$ cat config.mk
export PLATFORM = sky130hd
export DESIGN_NAME = jetp_fifo
export DESIGN_NICKNAME = d
export VERILOG_FILES = /design/src/hdl/jetp_fifo.sv
export SDC_FILE = /design/constraint.sdc
export NUM_CORES = 1
export LEC_CHECK = 0
export ABC_CLOCK_PERIOD_IN_PS = 4900
export BUFFER_PORTS_ARGS = -buffer_cell sky130_fd_sc_hd__buf_2
export CAP_MARGIN = 20
export CORE_MARGIN = 2
export CORE_UTILIZATION = 35
export CTS_CLUSTER_DIAMETER = 60
export DETAILED_ROUTE_END_ITERATION = 10
export GPL_TIMING_DRIVEN = 0
export SKIP_LAST_GASP = 1
export SYNTH_ARGS = -nofsm -noshare
export SYNTH_HDL_FRONTEND = slang
export SYNTH_SLANG_ARGS = --single-unit
$ cat constraint.sdc
create_clock -name clk -period 4.9 [get_ports clk]
set_input_delay 0.49 -clock clk [delete_from_list [all_inputs] [get_ports clk]]
set_output_delay 0.49 -clock clk [all_outputs]
set_load 0.02 [all_outputs]
$ cat src/hdl/jetp_fifo.sv
// Small register queue that decouples the front end from the iteration engine.
// Uses no package items.
`default_nettype none

module jetp_fifo #(
	parameter int WIDTH = 65,
	parameter int DEPTH = 2
) (
	input wire logic clk,
	input wire logic arst_n,
	input wire logic wr_en,
	input wire logic [WIDTH-1:0] wr_data,
	output logic full,
	input wire logic rd_en,
	output logic [WIDTH-1:0] rd_data,
	output logic empty
);

	localparam int PTR_W = (DEPTH > 1) ? $clog2(DEPTH) : 1;
	localparam int CNT_W = $clog2(DEPTH + 1);

	logic [WIDTH-1:0] mem_q [DEPTH];
	logic [PTR_W-1:0] wr_ptr_q;
	logic [PTR_W-1:0] rd_ptr_q;
	logic [CNT_W-1:0] count_q;
	logic do_wr;
	logic do_rd;

	assign full = count_q == CNT_W'(DEPTH);
	assign empty = count_q == '0;
	assign do_wr = wr_en && !full;
	assign do_rd = rd_en && !empty;
	assign rd_data = mem_q[rd_ptr_q];

	always_ff @(posedge clk or negedge arst_n) begin
		if (!arst_n) begin
			wr_ptr_q <= '0;
			rd_ptr_q <= '0;
			count_q <= '0;
		end else begin
			if (do_wr) begin
				wr_ptr_q <= (wr_ptr_q == PTR_W'(DEPTH - 1)) ? '0 : wr_ptr_q + PTR_W'(1);
			end
			if (do_rd) begin
				rd_ptr_q <= (rd_ptr_q == PTR_W'(DEPTH - 1)) ? '0 : rd_ptr_q + PTR_W'(1);
			end
			if (do_wr && !do_rd) begin
				count_q <= count_q + CNT_W'(1);
			end else if (do_rd && !do_wr) begin
				count_q <= count_q - CNT_W'(1);
			end
		end
	end

	always_ff @(posedge clk) begin
		if (do_wr) begin
			mem_q[wr_ptr_q] <= wr_data;
		end
	end

endmodule

`default_nettype wire

==> results.toml, run 1 <==
[global_route]
grt_pass1_vias = 2580
grt_max_degree = 39
grt.total_usage = 0.114
grt_pass1_wl_um = 12800
grt.overflow.total = 0
antenna_found_initial = 0

[logic_synthesis]
syn-num-nets = 291
yosysSeqAreaShare = 0.793
postSynthAreaPerCell_um2 = 22.8
synth_seq_cells = 134
synthesis.area_mm2 = 0.00505
synthCells = 221
synthMuxAreaShare = 0.175
yosys.area_share.simple = 0.00545
synth_adder_area_share = 0.00248
yosysWarnings = 0
synth-compound-area-share = 0.000991
ys_types = 15
synth_top_family_by_area = "multiplexers"
synth_xor_area_frac = 0.00867

[sta]
finClkSkew_ns = 0.00353
worstMarginPinSlew_ns = 0.467
timing.final.crit_share = 0.435
rsz0062_at_grt = "no"
maxSlewViolCount = 0
whs_ns = 0.269
hold_violations = 0
fmax_mhz = 469
slew_headroom = 0.688
finalSetupViolations = 0
fin_crit_ns = 2.13

[worst_setup_path]
r2r_end = "mem_q[0][1]$_DFFE_PP_"
path_class = "flip-flop to primary output"
critPathCaptureType = "primary output"
r2r_cells = 4
crit_end = "rd_data[29]"
startpoint_type = "flip-flop"
cp_max_fo = 10
cp.required_ns = 4.41
startpoint = "rd_ptr_q$_DFFE_PN0P_"
crit_arrival_ns = 1.64
rr_startpoint = "count_q[0]$_DFFE_PN0P_"
r2r_slack_ns = 3.17

[power]
p_leak_nw = 2.59
vdd_drop_max_uv = 308
p_per_area_mw_per_mm2 = 640
p_total_mw = 4.21

[layout]
nets = 449
final_cell_mix = "buf_2 (137), edfxtp_1 (130), mux2_4 (40), mux2_2 (25), clkbuf_16 (17)"
syn2layout_area_growth_pct = 30.2
antenna_cells = 0
final_common_cell = "buf_2"
drive_above_1_share = 0.615

[floorplan]
dieArea_mm2 = 0.0154
core_area_mm2 = 0.0140
die_x_um = 124
die_height_um = 124
rows = 43
start_util = 0.361
io_pins = 136

[drt]
vias_per_cell = 4.46
drtAntennaViolNets = 0
via_count = 2553
wl_per_cell_um = 15.0
drc = 0
wl_um = 8560
drt_iter0_drc = 123
drtPass1Iterations = 4

[worst_hold_path]
hold_start = "wr_data[58]"
hp-class = "primary input to flip-flop"

[clock_tree]
cts_root_buffer = "clkbuf_16"
cts.clk_slew.worst_paths_ns = 0.06
cts-resized-gates = 0
cts_tree = "yes"
clk_latency_ns = 0.41
htree_levels = 4
clock_sinks = 134
cts_made_buffers = 17
clock_path_buffers = 2

[run_status]
status = "complete, no violations"

[place]
place_congestion = 0.633
hpwl_um = 5810
port_buffers = 135

[run]
cap_violations = 0
critical path, stage by stage, from the launching register on:
cell,delay (ns)
dfrtp_1,0.37
buf_6,0.19
buf_6,0.20
mux2_4,0.32
buf_2,0.16
power by group:
| part | total, mW | switching (mW) | internal (mW) |
|---|---|---|---|
| logic | 1.44 | 0.805 | 0.635 |
| registers | 1.63 | 0.0677 | 1.57 |
| clock network | 1.13 | 0.447 | 0.686 |
| total | 4.21 | 1.32 | 2.89 |
through the flow:
stage	setup TNS, ns	cells	area (um^2)	util	setup WS (ns)
global placement	-46.12	536	5950	0.425	-0.714
global route	0	572	6570	0.470	2.68
CTS	0	572	6570	0.470	2.71
floorplan	0	221	5050	-	1.05
detailed placement	0	539	6020	0.431	3.16
finish	0	572	6570	0.470	2.77
cells by family after synthesis:
kind of cell,Yosys count
compound gates,1
xor+xnor,5
fa+ha+maj,1
buf+inv,9
flops,134
mux,65
simple gates,6
final cells by class:
class	count	area, um^2
Inverter	2	7.51
Buffer	7	66.3
Timing Repair Buffer	139	746
Tap cell	180	225
Fill cell	1268	7420
Clock buffer	17	425
Multi-Input combinational cell	78	983
Clock inverter	15	115
Sequential cell	134	4000
synth_stat cells (all sizes together):
cell / instances / area share
xor2: 2 / 0.0035
inv: 2 / 0.0015
dfrtp: 4 / 0.020
xnor2: 3 / 0.0052
nand2b: 1 / 0.0012
buf: 7 / 0.013
ha: 1 / 0.0025
nor2: 3 / 0.0022
o21ai: 1 / 0.00099
mux2: 65 / 0.17
nand2: 1 / 0.00074
edfxtp: 130 / 0.77
and3: 1 / 0.0012
state kept, by name (all words and copies together), names as in the netlist:
| name | cells |
|---|---|
| count_q | 2 |
| mem_q | 130 |
| rd_ptr_q | 1 |
| wr_ptr_q | 1 |
metal layers:
metal  wire length (um)  global-route usage
met3                682              0.0517
met5                  0                   0
met4                118              0.0463
met2               4310               0.192
met1               3440               0.123
what timing repair did:
item,CTS,global route
buffers inserted,0,0
hold buffers,1,0
hold endpoints to repair,4,0
how the worst min path moves through the flow:
stage	to	slack, ns	cells past startpoint
floorplan	count_q[0]$_DFFE_PN0P_	0.19	0
global placement	wr_ptr_q$_DFFE_PN0P_	0.30	1
detailed placement	rd_ptr_q$_DFFE_PN0P_	0.30	1
CTS	mem_q[0][50]$_DFFE_PP_	0.24	1
global route	mem_q[0][40]$_DFFE_PP_	0.24	1
finish	mem_q[0][58]$_DFFE_PP_	0.27	1
Note: power is estimated with default switching activity, not from simulation.
==> run 2: changes to the inputs <==
--- a/config.mk
+++ b/config.mk
@@ -5,7 +5,8 @@
 export SDC_FILE = /design/constraint.sdc
 export NUM_CORES = 1
 export LEC_CHECK = 0
-export ABC_CLOCK_PERIOD_IN_PS = 4900
+export ABC_AREA = 1
+export ABC_CLOCK_PERIOD_IN_PS = 2000
 export BUFFER_PORTS_ARGS = -buffer_cell sky130_fd_sc_hd__buf_2
 export CAP_MARGIN = 20
 export CORE_MARGIN = 2
==> constraint.sdc (replaced) <==
create_clock -name clk -period 2 [get_ports clk]
set_input_delay 0.2 -clock clk [delete_from_list [all_inputs] [get_ports clk]]
set_output_delay 0.2 -clock clk [all_outputs]
set_load 0.02 [all_outputs]
==> run 2 against run 1 <==
Worst setup slack worse by 2.6 ns; global-route usage is 2.8 points higher; clock power is 130% higher; synthesized area is 2.0% lower; critical path type is now flip-flop to flip-flop; critical endpoint is now mem_q[1][26]$_DFFE_PP_; largest power group unchanged.
==> results.toml, run 2 <==
[layout]
largest_register = "mem_q"
largest_reg_flops = 130
stdcell_area_mm2 = 0.00711
drive_above_1_share = 0.302
final_cell_mix = "nand2_1 (203), buf_2 (144), edfxtp_1 (130), dlygate4sd3_1 (66), clkbuf_16 (17)"
antenna_cells = 0
nets = 665
syn2layout_area_growth_pct = 43.8
final_common_cell = "nand2_1"
final_cells = 786
reg.largest.list = "mem_q: 130 flops, count_q: 2 flops"

[logic_synthesis]
yosysSeqAreaShare = 0.809
yosys-top-cells-area = "edfxtp_1 (79%), nand2_1 (15%), dfrtp_1 (2.0%)"
synthesis.area_mm2 = 0.00495
synth_top_cell_by_area = "edfxtp_1"
ys_types = 14
postSynthAreaPerCell_um2 = 13.3
synth.most_common_cell = "nand2_1"
synth_ff_type = "edfxtp_1"
synth_top_area_frac = 0.789
synth_common_cells = "nand2_1 (204), edfxtp_1 (130), buf_2 (9)"
yosysWarnings = 0
synth_seq_cells = 134
synthCells = 371
synthArstFlopShare = 0.0299
syn-num-nets = 441
synth-edff-count = 130

[drt]
wl_per_cell_um = 13.0
wl_um = 10300
drt_iter0_drc = 158
drtAntennaViolNets = 0
drtPass1Iterations = 4
via_count = 3382
vias_per_cell = 4.30
drc = 0

[sta]
setup_slack_ns = 0.148
slew_headroom = 0.544
setup-tns-final_ns = 0
worstMarginPinSlew_ns = 0.683
maxSlewViolCount = 0
hold_violations = 0
rsz0062_at_grt = "no"
timing.final.crit_share = 0.926
fmax_mhz = 540
finClkSkew_ns = 0.00562
fin_crit_ns = 1.85
finalSetupViolations = 0

[global_route]
grt.overflow.total = 0
grt_pass1_vias = 3355
grt_max_degree = 27
grt.total_usage = 0.141
grt_pass1_wl_um = 15700
antenna_found_initial = 0

[place]
dpl-instance-area_mm2 = 0.00597
place_inst = 690
port_buffers = 135
preCtsSetupSlack_ns = 0.0977
place_congestion = 0.682
hpwl_um = 6580

[floorplan]
rows = 43
die_x_um = 123
die_height_um = 123
start_util = 0.358
core_area_mm2 = 0.0138
io_pins = 136
dieArea_mm2 = 0.0151

[worst_setup_path]
path_class = "flip-flop to flip-flop"
r2r_cells = 4
cp_max_fo = 26
rr_startpoint = "count_q[1]$_DFFE_PN0P_"
critPathCaptureType = "flip-flop"
r2r_slack_ns = 0.15
r2r_end = "mem_q[1][26]$_DFFE_PP_"
startpoint_type = "flip-flop"
cp.required_ns = 2.10
crit_arrival_ns = 1.95

[clock_tree]
cts-resized-gates = 0
clock_path_buffers = 2
clock_sinks = 134
cts_setup_buffers = 0
ctsHoldBuffers = 66
cts_tree = "yes"
cts.clk_slew.worst_paths_ns = 0.05
cts_root_buffer = "clkbuf_16"
cts_made_buffers = 17
clk_latency_ns = 0.41
htree_levels = 4

[worst_hold_path]
hold_start = "rd_en"
hold_path_end = "rd_ptr_q$_DFFE_PN0P_"
worstHoldPathCells = 3
hp-class = "primary input to flip-flop"

[run]
cap_violations = 0

[power]
p_leak_nw = 3.07
p_per_area_mw_per_mm2 = 1450
vdd_drop_max_uv = 625

[run_status]
status = "complete, no violations"
## run 2: cells by family after synthesis
logic type      share of synthesized area
simple gates                        0.162
flops                               0.809
buf+inv                            0.0228
compound gates                    0.00202
xor+xnor                          0.00177
fa+ha+maj                         0.00253
## run 2: layer usage
metal  up-vias  GRT usage  wire, um
li1       1698          -         -
met1      1571      0.159      4280
met2        97      0.236      5190
met3        16     0.0484       579
met4         0     0.0769       205
met5         -          0         0
## run 2: worst max-delay path by stage
stage	startpoint	endpoint	slack (ns)	depth (start not counted)
after floorplan	count_q[1]$_DFFE_PN0P_	mem_q[0][0]$_DFFE_PP_	-0.08	5
after detailed placement	count_q[1]$_DFFE_PN0P_	mem_q[1][24]$_DFFE_PP_	0.1	4
final	count_q[1]$_DFFE_PN0P_	mem_q[1][26]$_DFFE_PP_	0.15	4
after CTS	rd_ptr_q$_DFFE_PN0P_	rd_data[21]	0.09	6
after global placement	count_q[1]$_DFFE_PN0P_	mem_q[1][19]$_DFFE_PP_	-0.68	3
after global routing	count_q[1]$_DFFE_PN0P_	mem_q[1][26]$_DFFE_PP_	0.004	4
## run 2: final cells by class
class	instances	area, um^2
Buffer	14	82.6
Clock buffer	24	452
Clock inverter	6	31.3
Fill cell	1182	6720
Inverter	8	33.8
Multi-Input combinational cell	215	851
Sequential cell	134	4010
Tap cell	180	225
Timing Repair Buffer	205	1430
## run 2: power by group
part	internal, mW	total, mW	switching (mW)
registers	3.83	4.00	0.169
clock network	1.55	2.56	1.01
logic	1.21	3.75	2.54
## run 2: critical path, stage by stage, from the launching register on
cell     delay [ns]
dfrtp_1        0.41
inv_2          0.10
o21ai_0        0.16
nor2_4         0.57
buf_12         0.28
## run 2: per-stage QoR
step	power, mW	utilization	hold slack (ns)
finish	10.3	0.514	0.0376
global route	11.0	0.514	0.0566
CTS	10.5	0.514	0.0218
detailed placement	7.79	0.432	0.0190
global placement	7.62	0.425	0.0151
floorplan	6.36	-	-0.0956
