File: config.mk
export PLATFORM = sky130hd
export DESIGN_NAME = jetp_front
export DESIGN_NICKNAME = d
export VERILOG_FILES = /design/src/hdl/jetp_pkg.sv /design/src/hdl/jetp_div.sv /design/src/hdl/jetp_front.sv
export SDC_FILE = /design/constraint.sdc
export NUM_CORES = 1
export LEC_CHECK = 0
export BUFFER_PORTS_ARGS = -buffer_cell sky130_fd_sc_hd__buf_2
export CAP_MARGIN = 20
export CORE_AREA = 2 2 179 181
export DETAILED_ROUTE_END_ITERATION = 8
export DIE_AREA = 0 0 181 183
export GPL_TIMING_DRIVEN = 0
export PLACE_DENSITY_LB_ADDON = 0.12
export SYNTH_ARGS = -nofsm -noshare
export SYNTH_HDL_FRONTEND = slang
export SYNTH_SLANG_ARGS = --single-unit
File: constraint.sdc
create_clock -name clk -period 11.18 [get_ports clk]
set_input_delay 0.559 -clock clk [delete_from_list [all_inputs] [get_ports clk]]
set_output_delay 0.559 -clock clk [all_outputs]
set_load 0.005 [all_outputs]
File: src/hdl/jetp_pkg.sv
// Shared types, constants and helpers for the Julia escape-time pixel engine.
// Depends on nothing; jetp_front, jetp_back and the top level use scoped names.
`default_nettype none

package jetp_pkg;

	// Q5.27 fixed point, the same format as the c registers.
	localparam int FRAC_BITS = 27;
	localparam int WORD_W = FRAC_BITS + 5;
	// Spans of the window are below 4.0, so they need two integer bits.
	localparam int SPAN_W = FRAC_BITS + 2;
	// Floored square, floored cross term, and the widened sum for saturation.
	localparam int SQ_W = 2 * WORD_W - FRAC_BITS;
	localparam int XP_W = SQ_W + 1;
	localparam int EXT_W = SQ_W + 2;
	localparam int SUM_W = SQ_W + 1;

	localparam int DIM_W = 13;
	localparam int ITER_W = 16;
	localparam int CREG_W = 32;
	localparam int CFG_IDX_W = 3;
	localparam int CFG_DATA_W = 32;

	// Window constants, rounded to nearest.
	localparam longint XSPAN_L = ((longint'(32) <<< FRAC_BITS) + 5) / 10;
	localparam longint XMIN_L = ((longint'(16) <<< FRAC_BITS) + 5) / 10;
	localparam longint YSPAN_L = ((longint'(18) <<< FRAC_BITS) + 5) / 10;
	localparam longint YMIN_L = ((longint'(9) <<< FRAC_BITS) + 5) / 10;

	localparam logic [SPAN_W-1:0] XSPAN_FX = SPAN_W'(XSPAN_L);
	localparam logic [SPAN_W-1:0] YSPAN_FX = SPAN_W'(YSPAN_L);
	localparam logic [WORD_W-1:0] XMIN_FX = WORD_W'(-XMIN_L);
	localparam logic [WORD_W-1:0] YMIN_FX = WORD_W'(-YMIN_L);
	localparam logic [SUM_W-1:0] ESC_LIM = SUM_W'(longint'(4) <<< FRAC_BITS);

	localparam logic [DIM_W-1:0] IMAGE_WIDTH_RST = 13'd1024;
	localparam logic [DIM_W-1:0] IMAGE_HEIGHT_RST = 13'd512;
	localparam logic [ITER_W-1:0] MAX_ITER_RST = 16'd300;
	localparam logic [CREG_W-1:0] C_REAL_RST = 32'(-106032005);
	localparam logic [CREG_W-1:0] C_IMAG_RST = 32'(20132659);

	typedef enum logic [CFG_IDX_W-1:0] {
		CFG_IMAGE_WIDTH = 3'd0,
		CFG_IMAGE_HEIGHT = 3'd1,
		CFG_MAX_ITER = 3'd2,
		CFG_C_REAL = 3'd3,
		CFG_C_IMAG = 3'd4
	} cfg_idx_t;

	typedef enum logic [1:0] {
		FR_IDLE,
		FR_MUL,
		FR_DIV,
		FR_PUSH
	} front_state_t;

	typedef enum logic [1:0] {
		BK_IDLE,
		BK_MUL,
		BK_UPD,
		BK_DONE
	} back_state_t;

	// One classified pixel on its way from the front end to the iteration engine.
	typedef struct packed {
		logic bad;
		logic [WORD_W-1:0] a;
		logic [WORD_W-1:0] b;
	} job_t;

	typedef struct packed {
		logic status;
		logic [ITER_W-1:0] left;
		logic in_set;
	} res_t;

	// Clamp a widened two's complement value to the iteration word.
	function automatic logic [WORD_W-1:0] sat_word(input logic [EXT_W-1:0] v);
		logic [EXT_W-WORD_W:0] top;
		top = v[EXT_W-1:WORD_W-1];
		if (top == '0 || top == '1) begin
			return v[WORD_W-1:0];
		end else if (v[EXT_W-1]) begin
			return {1'b1, {(WORD_W-1){1'b0}}};
		end else begin
			return {1'b0, {(WORD_W-1){1'b1}}};
		end
	endfunction

endpackage

`default_nettype wire

File: src/hdl/jetp_div.sv
// Restoring divider, one quotient bit per cycle, for the pixel-to-window mapping.
// Uses no package items.
`default_nettype none

module jetp_div #(
	parameter int NUM_W = 41,
	parameter int DEN_W = 13
) (
	input wire logic clk,
	input wire logic arst_n,
	input wire logic start,
	input wire logic [NUM_W-1:0] num,
	input wire logic [DEN_W-1:0] den,
	output logic busy,
	output logic [NUM_W-1:0] quo
);

	localparam int CNT_W = $clog2(NUM_W + 1);

	logic busy_q;
	logic [CNT_W-1:0] cnt_q;
	logic [NUM_W-1:0] quo_q;
	logic [DEN_W-1:0] rem_q;
	logic [DEN_W-1:0] den_q;
	logic [DEN_W:0] trial;
	logic fits;

	// The numerator shifts out at the top while quotient bits shift in at the bottom.
	assign trial = {rem_q, quo_q[NUM_W-1]};
	assign fits = trial >= {1'b0, den_q};

	always_ff @(posedge clk or negedge arst_n) begin
		if (!arst_n) begin
			busy_q <= 1'b0;
			cnt_q <= '0;
		end else if (start) begin
			busy_q <= 1'b1;
			cnt_q <= CNT_W'(NUM_W);
		end else if (busy_q) begin
			cnt_q <= cnt_q - CNT_W'(1);
			if (cnt_q == CNT_W'(1)) begin
				busy_q <= 1'b0;
			end
		end
	end

	always_ff @(posedge clk) begin
		if (start) begin
			quo_q <= num;
			rem_q <= '0;
			den_q <= den;
		end else if (busy_q) begin
			rem_q <= fits ? DEN_W'(trial - {1'b0, den_q}) : trial[DEN_W-1:0];
			quo_q <= {quo_q[NUM_W-2:0], fits};
		end
	end

	assign busy = busy_q;
	assign quo = quo_q;

endmodule

`default_nettype wire

File: src/hdl/jetp_front.sv
// Front end: takes a pixel, checks it against the image size and maps it onto the window.
// Depends on jetp_pkg and jetp_div.
`default_nettype none

module jetp_front #(
	parameter int COORD_BITS = 12
) (
	input wire logic clk,
	input wire logic arst_n,
	input wire logic push,
	output logic full,
	input wire logic [COORD_BITS-1:0] pixel_x,
	input wire logic [COORD_BITS-1:0] pixel_y,
	input wire logic [jetp_pkg::DIM_W-1:0] image_width,
	input wire logic [jetp_pkg::DIM_W-1:0] image_height,
	output logic job_valid,
	input wire logic job_ready,
	output jetp_pkg::job_t job
);

	localparam int CMP_W = (COORD_BITS > jetp_pkg::DIM_W) ? COORD_BITS : jetp_pkg::DIM_W;
	localparam int NUM_W = jetp_pkg::SPAN_W + COORD_BITS;
	localparam int PAD_W = jetp_pkg::WORD_W - jetp_pkg::SPAN_W;

	jetp_pkg::front_state_t state_q, state_d;
	logic [COORD_BITS-1:0] px_q;
	logic [COORD_BITS-1:0] py_q;
	logic bad_q;
	logic out_range;
	logic div_start;
	logic [NUM_W-1:0] num_x;
	logic [NUM_W-1:0] num_y;
	logic [NUM_W-1:0] quo_x;
	logic [NUM_W-1:0] quo_y;
	logic busy_x;
	logic busy_y;

	// A zero width or height puts every pixel outside the image.
	assign out_range = (CMP_W'(pixel_x) >= CMP_W'(image_width)) ||
		(CMP_W'(pixel_y) >= CMP_W'(image_height));

	// The products load straight into the dividers' shift registers.
	assign num_x = NUM_W'(jetp_pkg::XSPAN_FX) * NUM_W'(px_q);
	assign num_y = NUM_W'(jetp_pkg::YSPAN_FX) * NUM_W'(py_q);

	jetp_div #(
		.NUM_W(NUM_W),
		.DEN_W(jetp_pkg::DIM_W)
	) u_div_x (
		.clk(clk),
		.arst_n(arst_n),
		.start(div_start),
		.num(num_x),
		.den(image_width),
		.busy(busy_x),
		.quo(quo_x)
	);

	jetp_div #(
		.NUM_W(NUM_W),
		.DEN_W(jetp_pkg::DIM_W)
	) u_div_y (
		.clk(clk),
		.arst_n(arst_n),
		.start(div_start),
		.num(num_y),
		.den(image_height),
		.busy(busy_y),
		.quo(quo_y)
	);

	always_ff @(posedge clk or negedge arst_n) begin
		if (!arst_n) begin
			state_q <= jetp_pkg::FR_IDLE;
		end else begin
			state_q <= state_d;
		end
	end

	always_ff @(posedge clk) begin
		if (state_q == jetp_pkg::FR_IDLE && push) begin
			px_q <= pixel_x;
			py_q <= pixel_y;
			bad_q <= out_range;
		end
	end

	always_comb begin
		state_d = state_q;
		full = 1'b1;
		div_start = 1'b0;
		job_valid = 1'b0;
		unique case (state_q)
			jetp_pkg::FR_IDLE: begin
				full = 1'b0;
				if (push) begin
					state_d = out_range ? jetp_pkg::FR_PUSH : jetp_pkg::FR_MUL;
				end
			end
			jetp_pkg::FR_MUL: begin
				div_start = 1'b1;
				state_d = jetp_pkg::FR_DIV;
			end
			jetp_pkg::FR_DIV: begin
				if (!busy_x && !busy_y) begin
					state_d = jetp_pkg::FR_PUSH;
				end
			end
			jetp_pkg::FR_PUSH: begin
				job_valid = 1'b1;
				if (job_ready) begin
					state_d = jetp_pkg::FR_IDLE;
				end
			end
			default: state_d = jetp_pkg::FR_IDLE;
		endcase
	end

	// The quotient stays below the span because the pixel is inside the image.
	always_comb begin
		job.bad = bad_q;
		job.a = {{PAD_W{1'b0}}, quo_y[jetp_pkg::SPAN_W-1:0]} + jetp_pkg::YMIN_FX;
		job.b = {{PAD_W{1'b0}}, quo_x[jetp_pkg::SPAN_W-1:0]} + jetp_pkg::XMIN_FX;
	end

	a_job_after_div: assert property (@(posedge clk) disable iff (!arst_n)
		job_valid && !job.bad |-> !busy_x && !busy_y)
		else $error("front offered a mapped pixel before the dividers finished");

endmodule

`default_nettype wire

==> metrics <==
CTS max path bufs=2; R2R depth=20; CP Max Fanout=8; placed cell areas=0.0180 mm²; Final Non-Filler Cells=~2300; ys async rst share=9.14%; Worst-Skew Late Latency=440 ps; Core Area=0.0312 mm²; first-pass GRT wire length=66000 µm; total CTS buffers=17; Congestion Overflow GR=0; count of final hold-check violations=0; ant diodes=0; GR Util All Layers=25.1%; CTS Hold Bufs=0; Reg clk slew, reported paths=70 ps; 1st-iter DRT viols=approximately 890; TritonCTS clock tree=built; fmax=0.172 GHz; Die Span X=181 µm; worst setup path startpoint=py_q[10]; row count=between 60 and 70; layout cell share with drive strength beyond 1=10.5%; port buffer count=120; synth warn=0; post-cts sizing count=0; Vias=13163; Cells after Synth=about 1800; initial core utilization=54.1%; Slew Viols, Final=0; fin nets=2310; area growth from synthesis to layout=10.2%; DRT antenna net count=0; CP Data Arrival Time=around 6000 ps; Crit. End Element=flop; outcome=finished, final reports clean; relative slew slack=38.2%; htree depth=4; Mapped Nets=2169; die height=roughly 180 µm; antenna violations before repair=0; Yosys reg bits=175; die area=0.0331 mm²; commonest non-fill, non-tap cell in the layout=inv_1; Slew @ Worst Pin=925 ps; total clock sinks=175; RD Place Congestion=about 0.90; WL/cell=17.3 µm; mean number of vias per cell=5.60; Worst Skew=12.1 ps; Synth Flop Type=edfxtp_1; placed cell count=between 2000 and 2500; RSZ-0062 raised after global routing=false; critical path launch point type=flop; setup violators final=0; setup repair bufs after CTS=0; average cell area after synthesis=around 9.4 µm²; post-synthesis cell type count=95; Cell Area, Synth=0.0169 mm²; WS Path Type=flop to flop; # DRC=0; Critical Path End=u_div_y.quo[39]; final worst path period need=approximately 5800 ps; design area=roughly 0.019 mm²; worst r2r dst=u_div_y.quo[39]; 1st-pass router iterations=7; Post-Route WL=40600 µm; clk root buf=clkbuf_16; largest net degree at the start of global routing=42; most frequent cells in the layout=inv_1 (263), ha_1 (228), nand2_1 (177); Final Util=59.6%; Top Ports=about 120; max cap viols=0; setup TNS=0 ps; vias in the first global route=12782; post-DP HPWL=around 33000 µm; R2R setup slack=5360 ps; fin crit share=52.0%; number of synthesized flops with an enable pin=130; WP data required=11360 ps; Seq/Total Area, Yosys=28.9%; fillcell total=2749; Critical R2R Launch=py_q[10]; min-delay worst type=input port to async pin
-- registers in the layout (all words and copies together), names as in the netlist --
register,cells
py_q,12
state_q,2
u_div_y.cnt_q,6
u_div_x.quo,41
u_div_x.den_q,13
u_div_x.busy,1
u_div_y.den_q,13
u_div_y.busy,1
bad_q,1
u_div_x.cnt_q,6
u_div_y.quo,41
px_q,12
u_div_y.rem_q,13
u_div_x.rem_q,13
-- final cells by class --
cell class | instances | area [µm²] | share of cell area (%)
multi-input combinational | 1298 | 10700 | 57.7
sequential | 175 | 4880 | 26.2
inverter | 266 | 998 | 5.36
timing repair buffer | 122 | 643 | 3.46
tap | 402 | 503 | 2.70
clock buffer | 21 | 487 | 2.61
buffer | 54 | 275 | 1.48
clock inverter | 11 | 90.1 | 0.484
-- how the worst min path moves through the flow --
stage,slack (ps),cells past startpoint,endpoint
global placement,450,2,u_div_y.rem_q[12]
floorplan,260,0,state_q[0]
detailed placement,460,2,u_div_y.rem_q[12]
finish,30,1,state_q[1]
global route,40,1,state_q[1]
CTS,20,1,state_q[1]
-- per-stage QoR --
step / worst slack (ps) / hold slack [ps]
floorplan: 6060 / 263
global placement: 5350 / 448
detailed placement: 5380 / 460
CTS: 5360 / 19.4
global route: 4980 / 40.7
finish: 5360 / 26.8
-- critical path: stages (launching register included) --
cell and delay (ps):
edfxtp_1 510, inv_1 80, ha_1 280, inv_1 70
fa_1 530, inv_1 80, fa_1 510, inv_1 90
fa_1 540, inv_1 80, fa_1 530, inv_1 40
ha_1 270, buf_2 170, a21oi_1 230, o21ai_0 160
a21oi_1 310, o21ai_0 170, a311oi_2 580, o21a_1 210
o211ai_1 100
-- layer usage --
metal  up-vias  GRT usage [%]  wire length [µm]
li1       6505              -                 -
met1      6299           35.1             19500
met2       324           41.7             18600
met3        35           3.42              1890
met4         0           5.98               571
met5         -              0                 0
-- cells in the mapped netlist, types with 14 or more instances --
| cell type | n | share of area, % |
|---|---|---|
| inv_1 | 265 | 5.9 |
| nand2_1 | 177 | 3.9 |
| fa_1 | 94 | 11 |
| xnor2_1 | 62 | 3.2 |
| o21a_1 | 18 | 0.80 |
| a211oi_1 | 25 | 1.1 |
| o21ai_0 | 115 | 3.4 |
| a21oi_1 | 93 | 2.8 |
| nand2b_1 | 24 | 0.89 |
| nand4_1 | 15 | 0.56 |
| edfxtp_1 | 130 | 23 |
| nand3_1 | 31 | 0.92 |
| nor3_1 | 17 | 0.50 |
| mux2i_1 | 22 | 1.3 |
| a21o_1 | 41 | 1.8 |
| dfxtp_1 | 29 | 3.4 |
| ha_1 | 228 | 17 |
| xor2_1 | 57 | 3.0 |
| a31oi_1 | 14 | 0.52 |
| dfrtp_1 | 16 | 2.4 |
| nor2_1 | 89 | 2.0 |
| clkbuf_1 | 31 | 0.69 |
-- cell families (layout without fill, tap and decap cells) --
| logic type | Yosys count | after routing | synth area share, % |
|---|---|---|---|
| AND/OR/NAND/NOR | 421 | 421 | 11.7 |
| AO/OA/AOI/OAI | 413 | 413 | 16.3 |
| adder cells (fa/ha/maj) | 322 | 322 | 28.0 |
| buffers and inverters | 320 | 474 | 7.54 |
| flip-flops | 175 | 175 | 28.9 |
| XOR/XNOR | 119 | 119 | 6.17 |
| multiplexers | 23 | 23 | 1.37 |
Power is left out: the tool's default activity adds up to more than one toggle a clock period on the data nets, which glitch-free logic cannot reach.
